[config.mk]
export PLATFORM = sky130hd
export DESIGN_NAME = pii_token_scanner
export DESIGN_NICKNAME = d
export VERILOG_FILES = /design/src/rtl/core/pts_pkg.sv /design/src/rtl/core/pts_front.sv /design/src/rtl/core/pts_queue.sv /design/src/rtl/core/pts_back.sv /design/src/rtl/core/pii_token_scanner.sv
export SDC_FILE = /design/constraint.sdc
export NUM_CORES = 1
export LEC_CHECK = 0
export CORE_MARGIN = 2
export CORE_UTILIZATION = 64
export DETAILED_ROUTE_END_ITERATION = 6
export DONT_BUFFER_PORTS = 1
export HOLD_SLACK_MARGIN = 0.06
export PLACE_DENSITY = 0.89
export SYNTH_ARGS = -nofsm -noshare
export SYNTH_HDL_FRONTEND = slang
export SYNTH_SLANG_ARGS = --single-unit
[constraint.sdc]
create_clock -name clk -period 4.15 [get_ports clk]
set_input_delay 0.2075 -clock clk [delete_from_list [all_inputs] [get_ports clk]]
set_output_delay 0.2075 -clock clk [all_outputs]
set_load 0.05 [all_outputs]
[src/rtl/core/pts_pkg.sv]
// Package for the personal-data token scanner.
// Holds the request and result types, the byte class type and the counter limits.
// Depends on nothing.
package pts_pkg;

  localparam int TEXT_COUNT_BITS  = 16;
  localparam int TOTAL_COUNT_BITS = 32;
  localparam int QUEUE_DEPTH      = 4;

  localparam logic [3:0] LEN_CAP        = 4'd12;
  localparam logic [3:0] SHAPE_LEN      = 4'd11;
  localparam logic [3:0] SHAPE_DASH_A   = 4'd3;
  localparam logic [3:0] SHAPE_DASH_B   = 4'd6;
  localparam logic [4:0] DIGIT_CAP      = 5'd20;
  localparam logic [4:0] NUM_MIN_DIGITS = 5'd10;
  localparam logic [4:0] NUM_MAX_DIGITS = 5'd19;

  localparam logic [7:0] CHAR_SPACE  = 8'h20;
  localparam logic [7:0] CHAR_TAB    = 8'h09;
  localparam logic [7:0] CHAR_CR     = 8'h0D;
  localparam logic [7:0] CHAR_HYPHEN = 8'h2D;
  localparam logic [7:0] CHAR_AT     = 8'h40;
  localparam logic [7:0] CHAR_DOT    = 8'h2E;
  localparam logic [7:0] CHAR_ZERO   = 8'h30;
  localparam logic [7:0] CHAR_NINE   = 8'h39;

  typedef struct packed {
    logic [7:0] text_byte;
    logic       end_of_text;
  } in_item_t;

  typedef struct packed {
    logic [TEXT_COUNT_BITS-1:0]  text_match_count;
    logic [TOTAL_COUNT_BITS-1:0] total_exposure_count;
  } out_item_t;

  typedef struct packed {
    logic space;
    logic digit;
    logic hyphen;
    logic at_sign;
    logic dot;
    logic end_of_text;
  } byte_class_t;

  typedef struct packed {
    logic full;
    logic empty;
  } queue_stat_t;

endpackage

[src/rtl/core/pts_front.sv]
// Front stage of the token scanner: accepts byte requests and classifies them.
// Feeds the request queue. Depends on pts_pkg.
module pts_front (
  input  logic                clk,
  input  logic                rst_n,
  input  logic                in_valid,
  output logic                in_stall,
  input  pts_pkg::in_item_t   in_data,
  input  pts_pkg::queue_stat_t q_stat,
  output logic                push,
  output pts_pkg::byte_class_t push_class
);
  import pts_pkg::*;

  logic        valid_r, valid_nxt;
  byte_class_t class_r, class_nxt;
  byte_class_t cls;
  logic        accept;

  always_comb begin
    cls.space       = (in_data.text_byte == CHAR_SPACE) ||
                      ((in_data.text_byte >= CHAR_TAB) && (in_data.text_byte <= CHAR_CR));
    cls.digit       = (in_data.text_byte >= CHAR_ZERO) && (in_data.text_byte <= CHAR_NINE);
    cls.hyphen      = in_data.text_byte == CHAR_HYPHEN;
    cls.at_sign     = in_data.text_byte == CHAR_AT;
    cls.dot         = in_data.text_byte == CHAR_DOT;
    cls.end_of_text = in_data.end_of_text;
  end

  assign in_stall   = valid_r && q_stat.full;
  assign accept     = in_valid && !in_stall;
  assign push       = valid_r && !q_stat.full;
  assign push_class = class_r;

  always_comb begin
    valid_nxt = valid_r;
    class_nxt = class_r;
    if (accept) begin
      valid_nxt = 1'b1;
      class_nxt = cls;
    end else if (push) begin
      valid_nxt = 1'b0;
    end
  end

  always_ff @(posedge clk) begin
    if (!rst_n) begin
      valid_r <= 1'b0;
    end else begin
      valid_r <= valid_nxt;
    end
    class_r <= class_nxt;
  end

endmodule

[src/rtl/core/pts_queue.sv]
// Short queue of classified byte requests between the front and back stages.
// Depends on pts_pkg.
module pts_queue #(
  parameter int DEPTH = pts_pkg::QUEUE_DEPTH
) (
  input  logic                 clk,
  input  logic                 rst_n,
  input  logic                 push,
  input  pts_pkg::byte_class_t push_class,
  input  logic                 pop,
  output pts_pkg::byte_class_t head_class,
  output pts_pkg::queue_stat_t q_stat
);
  import pts_pkg::*;

  localparam int PTR_W = (DEPTH > 1) ? $clog2(DEPTH) : 1;
  localparam int CNT_W = $clog2(DEPTH + 1);

  byte_class_t            slot_r [DEPTH];
  logic [PTR_W-1:0]       wr_ptr_r, wr_ptr_nxt;
  logic [PTR_W-1:0]       rd_ptr_r, rd_ptr_nxt;
  logic [CNT_W-1:0]       count_r, count_nxt;

  assign q_stat.full  = count_r == CNT_W'(DEPTH);
  assign q_stat.empty = count_r == '0;
  assign head_class   = slot_r[rd_ptr_r];

  always_comb begin
    wr_ptr_nxt = wr_ptr_r;
    rd_ptr_nxt = rd_ptr_r;
    count_nxt  = count_r;
    if (push) begin
      wr_ptr_nxt = (wr_ptr_r == PTR_W'(DEPTH - 1)) ? '0 : wr_ptr_r + 1'b1;
    end
    if (pop) begin
      rd_ptr_nxt = (rd_ptr_r == PTR_W'(DEPTH - 1)) ? '0 : rd_ptr_r + 1'b1;
    end
    if (push && !pop) begin
      count_nxt = count_r + 1'b1;
    end else if (pop && !push) begin
      count_nxt = count_r - 1'b1;
    end
  end

  always_ff @(posedge clk) begin
    if (!rst_n) begin
      wr_ptr_r <= '0;
      rd_ptr_r <= '0;
      count_r  <= '0;
    end else begin
      wr_ptr_r <= wr_ptr_nxt;
      rd_ptr_r <= rd_ptr_nxt;
      count_r  <= count_nxt;
    end
  end

  always_ff @(posedge clk) begin
    if (push) begin
      slot_r[wr_ptr_r] <= push_class;
    end
  end

endmodule

[src/rtl/core/pts_back.sv]
// Back stage of the token scanner: tracks the open token, classifies closed tokens,
// keeps the saturating counts and holds the result register. Depends on pts_pkg.
module pts_back (
  input  logic                 clk,
  input  logic                 rst_n,
  input  pts_pkg::byte_class_t head_class,
  input  pts_pkg::queue_stat_t q_stat,
  output logic                 pop,
  output logic                 out_valid,
  input  logic                 out_stall,
  output pts_pkg::out_item_t   out_data
);
  import pts_pkg::*;

  logic                        inside_r, inside_nxt;
  logic [3:0]                  len_r, len_nxt;
  logic [4:0]                  digits_r, digits_nxt;
  logic                        hyphen_r, hyphen_nxt;
  logic                        at_r, at_nxt;
  logic                        dot_r, dot_nxt;
  logic                        shape_r, shape_nxt;
  logic [TEXT_COUNT_BITS-1:0]  text_r, text_nxt;
  logic [TOTAL_COUNT_BITS-1:0] grand_r, grand_nxt;
  logic                        out_valid_r, out_valid_nxt;
  out_item_t                   out_data_r, out_data_nxt;

  logic [3:0]                  upd_len;
  logic [4:0]                  upd_digits;
  logic                        upd_shape;
  logic                        want_hyphen;
  logic                        c_inside;
  logic [3:0]                  c_len;
  logic [4:0]                  c_digits;
  logic                        c_hyphen;
  logic                        c_dot;
  logic                        c_shape;
  logic                        numeric;
  logic                        shaped;
  logic                        hit;
  logic                        closing;
  logic [TEXT_COUNT_BITS-1:0]  text_sum;
  logic [TOTAL_COUNT_BITS-1:0] grand_sum;

  assign pop = !q_stat.empty && (!head_class.end_of_text || !out_valid_r || !out_stall);
  assign out_valid = out_valid_r;
  assign out_data  = out_data_r;

  always_comb begin
    upd_len     = (len_r < LEN_CAP) ? len_r + 4'd1 : LEN_CAP;
    upd_digits  = (head_class.digit && (digits_r < DIGIT_CAP)) ? digits_r + 5'd1 : digits_r;
    want_hyphen = (len_r == SHAPE_DASH_A) || (len_r == SHAPE_DASH_B);
    upd_shape   = shape_r;
    if (len_r < SHAPE_LEN) begin
      if (want_hyphen ? !head_class.hyphen : !head_class.digit) begin
        upd_shape = 1'b0;
      end
    end

    if (head_class.space) begin
      c_inside = inside_r;
      c_len    = len_r;
      c_digits = digits_r;
      c_hyphen = hyphen_r;
      c_dot    = dot_r;
      c_shape  = shape_r;
    end else begin
      c_inside = 1'b1;
      c_len    = upd_len;
      c_digits = upd_digits;
      c_hyphen = hyphen_r || head_class.hyphen;
      c_dot    = dot_r || (head_class.dot && at_r);
      c_shape  = upd_shape;
    end

    numeric = c_hyphen && (c_digits >= NUM_MIN_DIGITS) && (c_digits <= NUM_MAX_DIGITS);
    shaped  = (c_len == SHAPE_LEN) && c_shape;
    closing = head_class.space || head_class.end_of_text;
    hit     = closing && c_inside && (c_dot || numeric || shaped);

    text_sum  = (hit && (text_r != '1)) ?
                text_r + {{(TEXT_COUNT_BITS-1){1'b0}}, 1'b1} : text_r;
    grand_sum = (hit && (grand_r != '1)) ?
                grand_r + {{(TOTAL_COUNT_BITS-1){1'b0}}, 1'b1} : grand_r;

    inside_nxt    = inside_r;
    len_nxt       = len_r;
    digits_nxt    = digits_r;
    hyphen_nxt    = hyphen_r;
    at_nxt        = at_r;
    dot_nxt       = dot_r;
    shape_nxt     = shape_r;
    text_nxt      = text_r;
    grand_nxt     = grand_r;
    out_valid_nxt = out_valid_r;
    out_data_nxt  = out_data_r;

    if (!out_stall) begin
      out_valid_nxt = 1'b0;
    end

    if (pop) begin
      if (closing) begin
        inside_nxt = 1'b0;
        len_nxt    = '0;
        digits_nxt = '0;
        hyphen_nxt = 1'b0;
        at_nxt     = 1'b0;
        dot_nxt    = 1'b0;
        shape_nxt  = 1'b1;
      end else begin
        inside_nxt = 1'b1;
        len_nxt    = upd_len;
        digits_nxt = upd_digits;
        hyphen_nxt = c_hyphen;
        at_nxt     = at_r || head_class.at_sign;
        dot_nxt    = c_dot;
        shape_nxt  = upd_shape;
      end
      grand_nxt = grand_sum;
      if (head_class.end_of_text) begin
        text_nxt                          = '0;
        out_valid_nxt                     = 1'b1;
        out_data_nxt.text_match_count     = text_sum;
        out_data_nxt.total_exposure_count = grand_sum;
      end else begin
        text_nxt = text_sum;
      end
    end
  end

  always_ff @(posedge clk) begin
    if (!rst_n) begin
      inside_r    <= 1'b0;
      len_r       <= '0;
      digits_r    <= '0;
      hyphen_r    <= 1'b0;
      at_r        <= 1'b0;
      dot_r       <= 1'b0;
      shape_r     <= 1'b1;
      text_r      <= '0;
      grand_r     <= '0;
      out_valid_r <= 1'b0;
    end else begin
      inside_r    <= inside_nxt;
      len_r       <= len_nxt;
      digits_r    <= digits_nxt;
      hyphen_r    <= hyphen_nxt;
      at_r        <= at_nxt;
      dot_r       <= dot_nxt;
      shape_r     <= shape_nxt;
      text_r      <= text_nxt;
      grand_r     <= grand_nxt;
      out_valid_r <= out_valid_nxt;
    end
    out_data_r <= out_data_nxt;
  end

  a_len_cap : assert property (@(posedge clk) disable iff (!rst_n) len_r <= LEN_CAP)
    else $error("token length above its cap");

  a_digit_cap : assert property (@(posedge clk) disable iff (!rst_n) digits_r <= DIGIT_CAP)
    else $error("digit tally above its cap");

  a_idle_token : assert property (@(posedge clk) disable iff (!rst_n)
    !inside_r |-> (len_r == '0) && shape_r && !at_r && !dot_r)
    else $error("closed token left state behind");

  a_grand_monotonic : assert property (@(posedge clk) disable iff (!rst_n)
    $past(rst_n) |-> grand_r >= $past(grand_r))
    else $error("running total decreased");

  a_result_hold : assert property (@(posedge clk) disable iff (!rst_n)
    $past(out_valid_r) && $past(out_stall) |-> out_valid_r && $stable(out_data_r))
    else $error("stalled result was dropped or changed");

endmodule

[src/rtl/core/pii_token_scanner.sv]
// Top level of the personal-data token scanner.
// Instantiates pts_front, pts_queue and pts_back. Depends on pts_pkg.
//
// The scanner takes one text byte per clock cycle while in_stall is low and,
// on the request that carries end_of_text, returns one result with the number
// of personal-data tokens in that text and the running total since reset;
// other requests give no result. Bytes are classified in a front register,
// pass through a queue of QUEUE_DEPTH entries and are folded into the open
// token by the back stage, which updates its flags and saturating counters
// for each byte, so the sustained rate is one byte per cycle while nothing
// stalls. With no stall, out_valid rises from the result register once the
// final byte has passed the front register and the queue. A stalled result
// holds the next end_of_text request at the head of the queue and the bytes
// behind it wait; once queue and front register are full, in_stall rises.
module pii_token_scanner #(
  parameter int QUEUE_DEPTH = pts_pkg::QUEUE_DEPTH
) (
  input  logic               clk,
  input  logic               rst_n,
  input  logic               in_valid,
  output logic               in_stall,
  input  pts_pkg::in_item_t  in_data,
  output logic               out_valid,
  input  logic               out_stall,
  output pts_pkg::out_item_t out_data
);
  import pts_pkg::*;

  queue_stat_t q_stat;
  byte_class_t push_class;
  byte_class_t head_class;
  logic        push;
  logic        pop;

  pts_front u_front (
    .clk        (clk),
    .rst_n      (rst_n),
    .in_valid   (in_valid),
    .in_stall   (in_stall),
    .in_data    (in_data),
    .q_stat     (q_stat),
    .push       (push),
    .push_class (push_class)
  );

  pts_queue #(
    .DEPTH (QUEUE_DEPTH)
  ) u_queue (
    .clk        (clk),
    .rst_n      (rst_n),
    .push       (push),
    .push_class (push_class),
    .pop        (pop),
    .head_class (head_class),
    .q_stat     (q_stat)
  );

  pts_back u_back (
    .clk        (clk),
    .rst_n      (rst_n),
    .head_class (head_class),
    .q_stat     (q_stat),
    .pop        (pop),
    .out_valid  (out_valid),
    .out_stall  (out_stall),
    .out_data   (out_data)
  );

endmodule
==> reports/results.ini <==
[run_status]
status=completed

[timing]
fin_ws_ns=0.532
slew_headroom_pct=37.4
post-route-period-util_pct=87.2
fmax_mhz=276
hold_violations=0
period_needed_ns=3.62
rsz0062_at_grt=false
timing.setup.tns_ns=0
drv_slew=0
finClkSkew_ns=0.00997
worst_pin_slew_ns=0.936
setup_viol=0

[worst_setup_path]
cp.arrival_ns=3.96
cp_max_fo=50
critPathLaunchType=flip-flop
crit_path_end_kind=flip-flop
rr_endpoint=u_back.grand_r[5]
r2r_setup_slack_ns=0.53
required_ns=4.50
rr_worst_depth=8
crit_type=flip-flop to flip-flop

[yosys]
yosys_most_used_dff=edfxtp_1
syn_area_per_cell_um2=10.3
yosysSeqAreaShare_pct=52.1
yosys_register_bits=151
synthTopCellsByArea=edfxtp_1 32%, dfxtp_1 20%, xor2_1 4.4%, nor2_1 3.3%, nand2_1 3.1%
syn-num-nets=734
async_flop_share_pct=0
yosys_warnings=0
synth_cells=709
synth_edf_count=78
synth_area_um2=7310
ys_types=66
yosys.area.top_type=edfxtp_1
yosysTopAreaCellShare_pct=32.1

[flow_run]
max_cap_viol_count=0

[drt]
first_pass_iters=7
num_vias=5702
drc=0
detail-route-antenna-nets=0
first_iter_violations=574
via_per_inst=6.63
finalWirelength_um=16500
drt-wirelength-per-cell_um=19.2

[global_routing]
grt_pass1_wl_um=26800
gr-usage-met2_pct=47.0
grt_usage_pct=27.2
globalRoute.busiestLayer=met2
grt_pass1_vias=5521
overflow=0
use_met3_pct=5.52
grt_use_met1_pct=33.3
antenna_found_initial=0
grt_start_max_net_pins=69

[placed_design]
dp_hpwl_um=10300
port_buffers=0
pre_cts_ws_ns=0.588
gp_congestion=0.887
placed_area_um2=7390

[clocking]
cts-htree-levels=4
post_cts_buffers=0
path_clk_slew_ns=0.06
clock-sinks=151
cts_tree=done
cts_made_buffers=17
cts_buffer_depth=2
root_buffer=clkbuf_16
insertion_delay_ns=0.43
hold_buffers=9
ctsResizeCount=0

[finish]
layout_common_cells=78 x edfxtp_1, 73 x dfxtp_1, 65 x nor2_1
layout.nets=729
drive_gt1_share_pct=7.67
area_growth_pct=11.3
diodes=0
final_cell_area_um2=8130
final_common_cell=edfxtp_1

[floorplanning]
die_w_um=111
start_util_pct=64.8
die_y_um=111
num_io_pins=63
rows=39
dieArea_um2=12300
core_region_area_um2=11300

[min_path]
min_from=in_data[7]
whs_endpoint=u_front.push_class[2]
min_path_cells=2
hold_class=primary input to flip-flop

[power]
power_density_nw_per_um2=642
leakage_uw=0.00286
vdd_drop_max_mv=0.511

## cells in the mapped netlist (all sizes together) (3+ instances only)
cell type,number
and3,16
and4,5
mux4,6
xnor2,11
buf,10
nor3b,5
a21oi,39
xor2,37
ha,11
o41ai,7
a31oi,10
nand3b,6
o211ai,5
o31ai,18
or4,19
mux2,3
a31o,3
nand3,26
a22oi,4
nor3,29
nand4b,3
mux2i,10
or3,3
nand2b,14
nor2,65
nor4,7
edfxtp,78
o311ai,8
nand4,14
inv,13
dfxtp,73
nand2,61
clkbuf,30
or2,3
nor2b,3
o21ai,17
and2,10
a211oi,3
## worst max-delay path by stage
| stage | from | endpoint | slack (ns) | depth (start not counted) |
|---|---|---|---|---|
| finish | flip-flop | u_back.grand_r[5] | 0.53 | 8 |
| global route | flip-flop | u_back.grand_r[5] | 0.27 | 8 |
| CTS | flip-flop | u_back.grand_r[5] | 0.51 | 8 |
| detailed placement | flip-flop | u_back.grand_r[5] | 0.59 | 8 |
| global placement | flip-flop | u_back.out_data[1] | 0.76 | 7 |
| floorplan | flip-flop | u_back.out_data[0] | 1.03 | 5 |
## routing by layer
layer | vias to the layer above | part of all wire, %
met1 | 2735 | 39
met2 | 274 | 52
met5 | - | 0
met3 | 44 | 6.5
met4 | 0 | 2.3
li1 | 2649 | -
## registers in the layout, summed over array words and instances (netlist names), 2 cells and up, named ones only
name                count
u_queue.count_r         3
u_back.len_r            4
u_front.push_class      6
u_queue.wr_ptr_r        2
u_queue.slot_r         24
u_back.text_r          16
u_queue.rd_ptr_r        2
u_back.grand_r         32
u_back.out_data        48
u_back.digits_r         5
## critical path, cell delays in order, from the launching register on
cell and delay (ns):
dfxtp_1 0.57, mux4_2 0.70, nand3b_1 0.24, mux2i_1 0.19
a2111oi_4 0.55, o21ai_4 0.28, buf_12 0.28, or4_1 0.51
a21oi_1 0.18
## kinds of logic after synthesis
kind of cell | after synthesis | share of synthesized area [%]
compound gates | 135 | 12.7
fa+ha+maj | 12 | 2.16
mux | 19 | 3.68
xor+xnor | 48 | 5.75
simple gates | 291 | 20.7
flops | 151 | 52.1
buf+inv | 53 | 2.95
## area by class of cell
type,instances,area (um2)
tap,143,179
inverter,13,48.8
sequential,151,3800
timing repair buffer,16,155
clock buffer,20,447
multi-input combinational,505,3300
clock inverter,12,201
fill,733,3140
## metrics by stage
| stage | instances | util, % | total power (uW) | hold slack, ns |
|---|---|---|---|---|
| 4_1_cts | 860 | 72.1 | 5230 | 0.0677 |
| 3_5_place_dp | 819 | 65.6 | 3530 | 0.297 |
| 5_1_grt | 860 | 72.1 | 5400 | 0.0798 |
| 3_3_place_gp | 819 | 65.6 | 3450 | 0.295 |
| 2_1_floorplan | 709 | - | 3260 | 0.306 |
| 6_report | 860 | 72.1 | 5220 | 0.0772 |
## report_power, final
group | internal (uW) | switching (uW) | total (uW) | leakage [uW]
combinational | 279 | 662 | 940 | 0.00122
sequential | 1880 | 710 | 2590 | 0.00134
clock | 1080 | 606 | 1690 | 0.000298
Note: power is estimated with default switching activity, not from simulation.
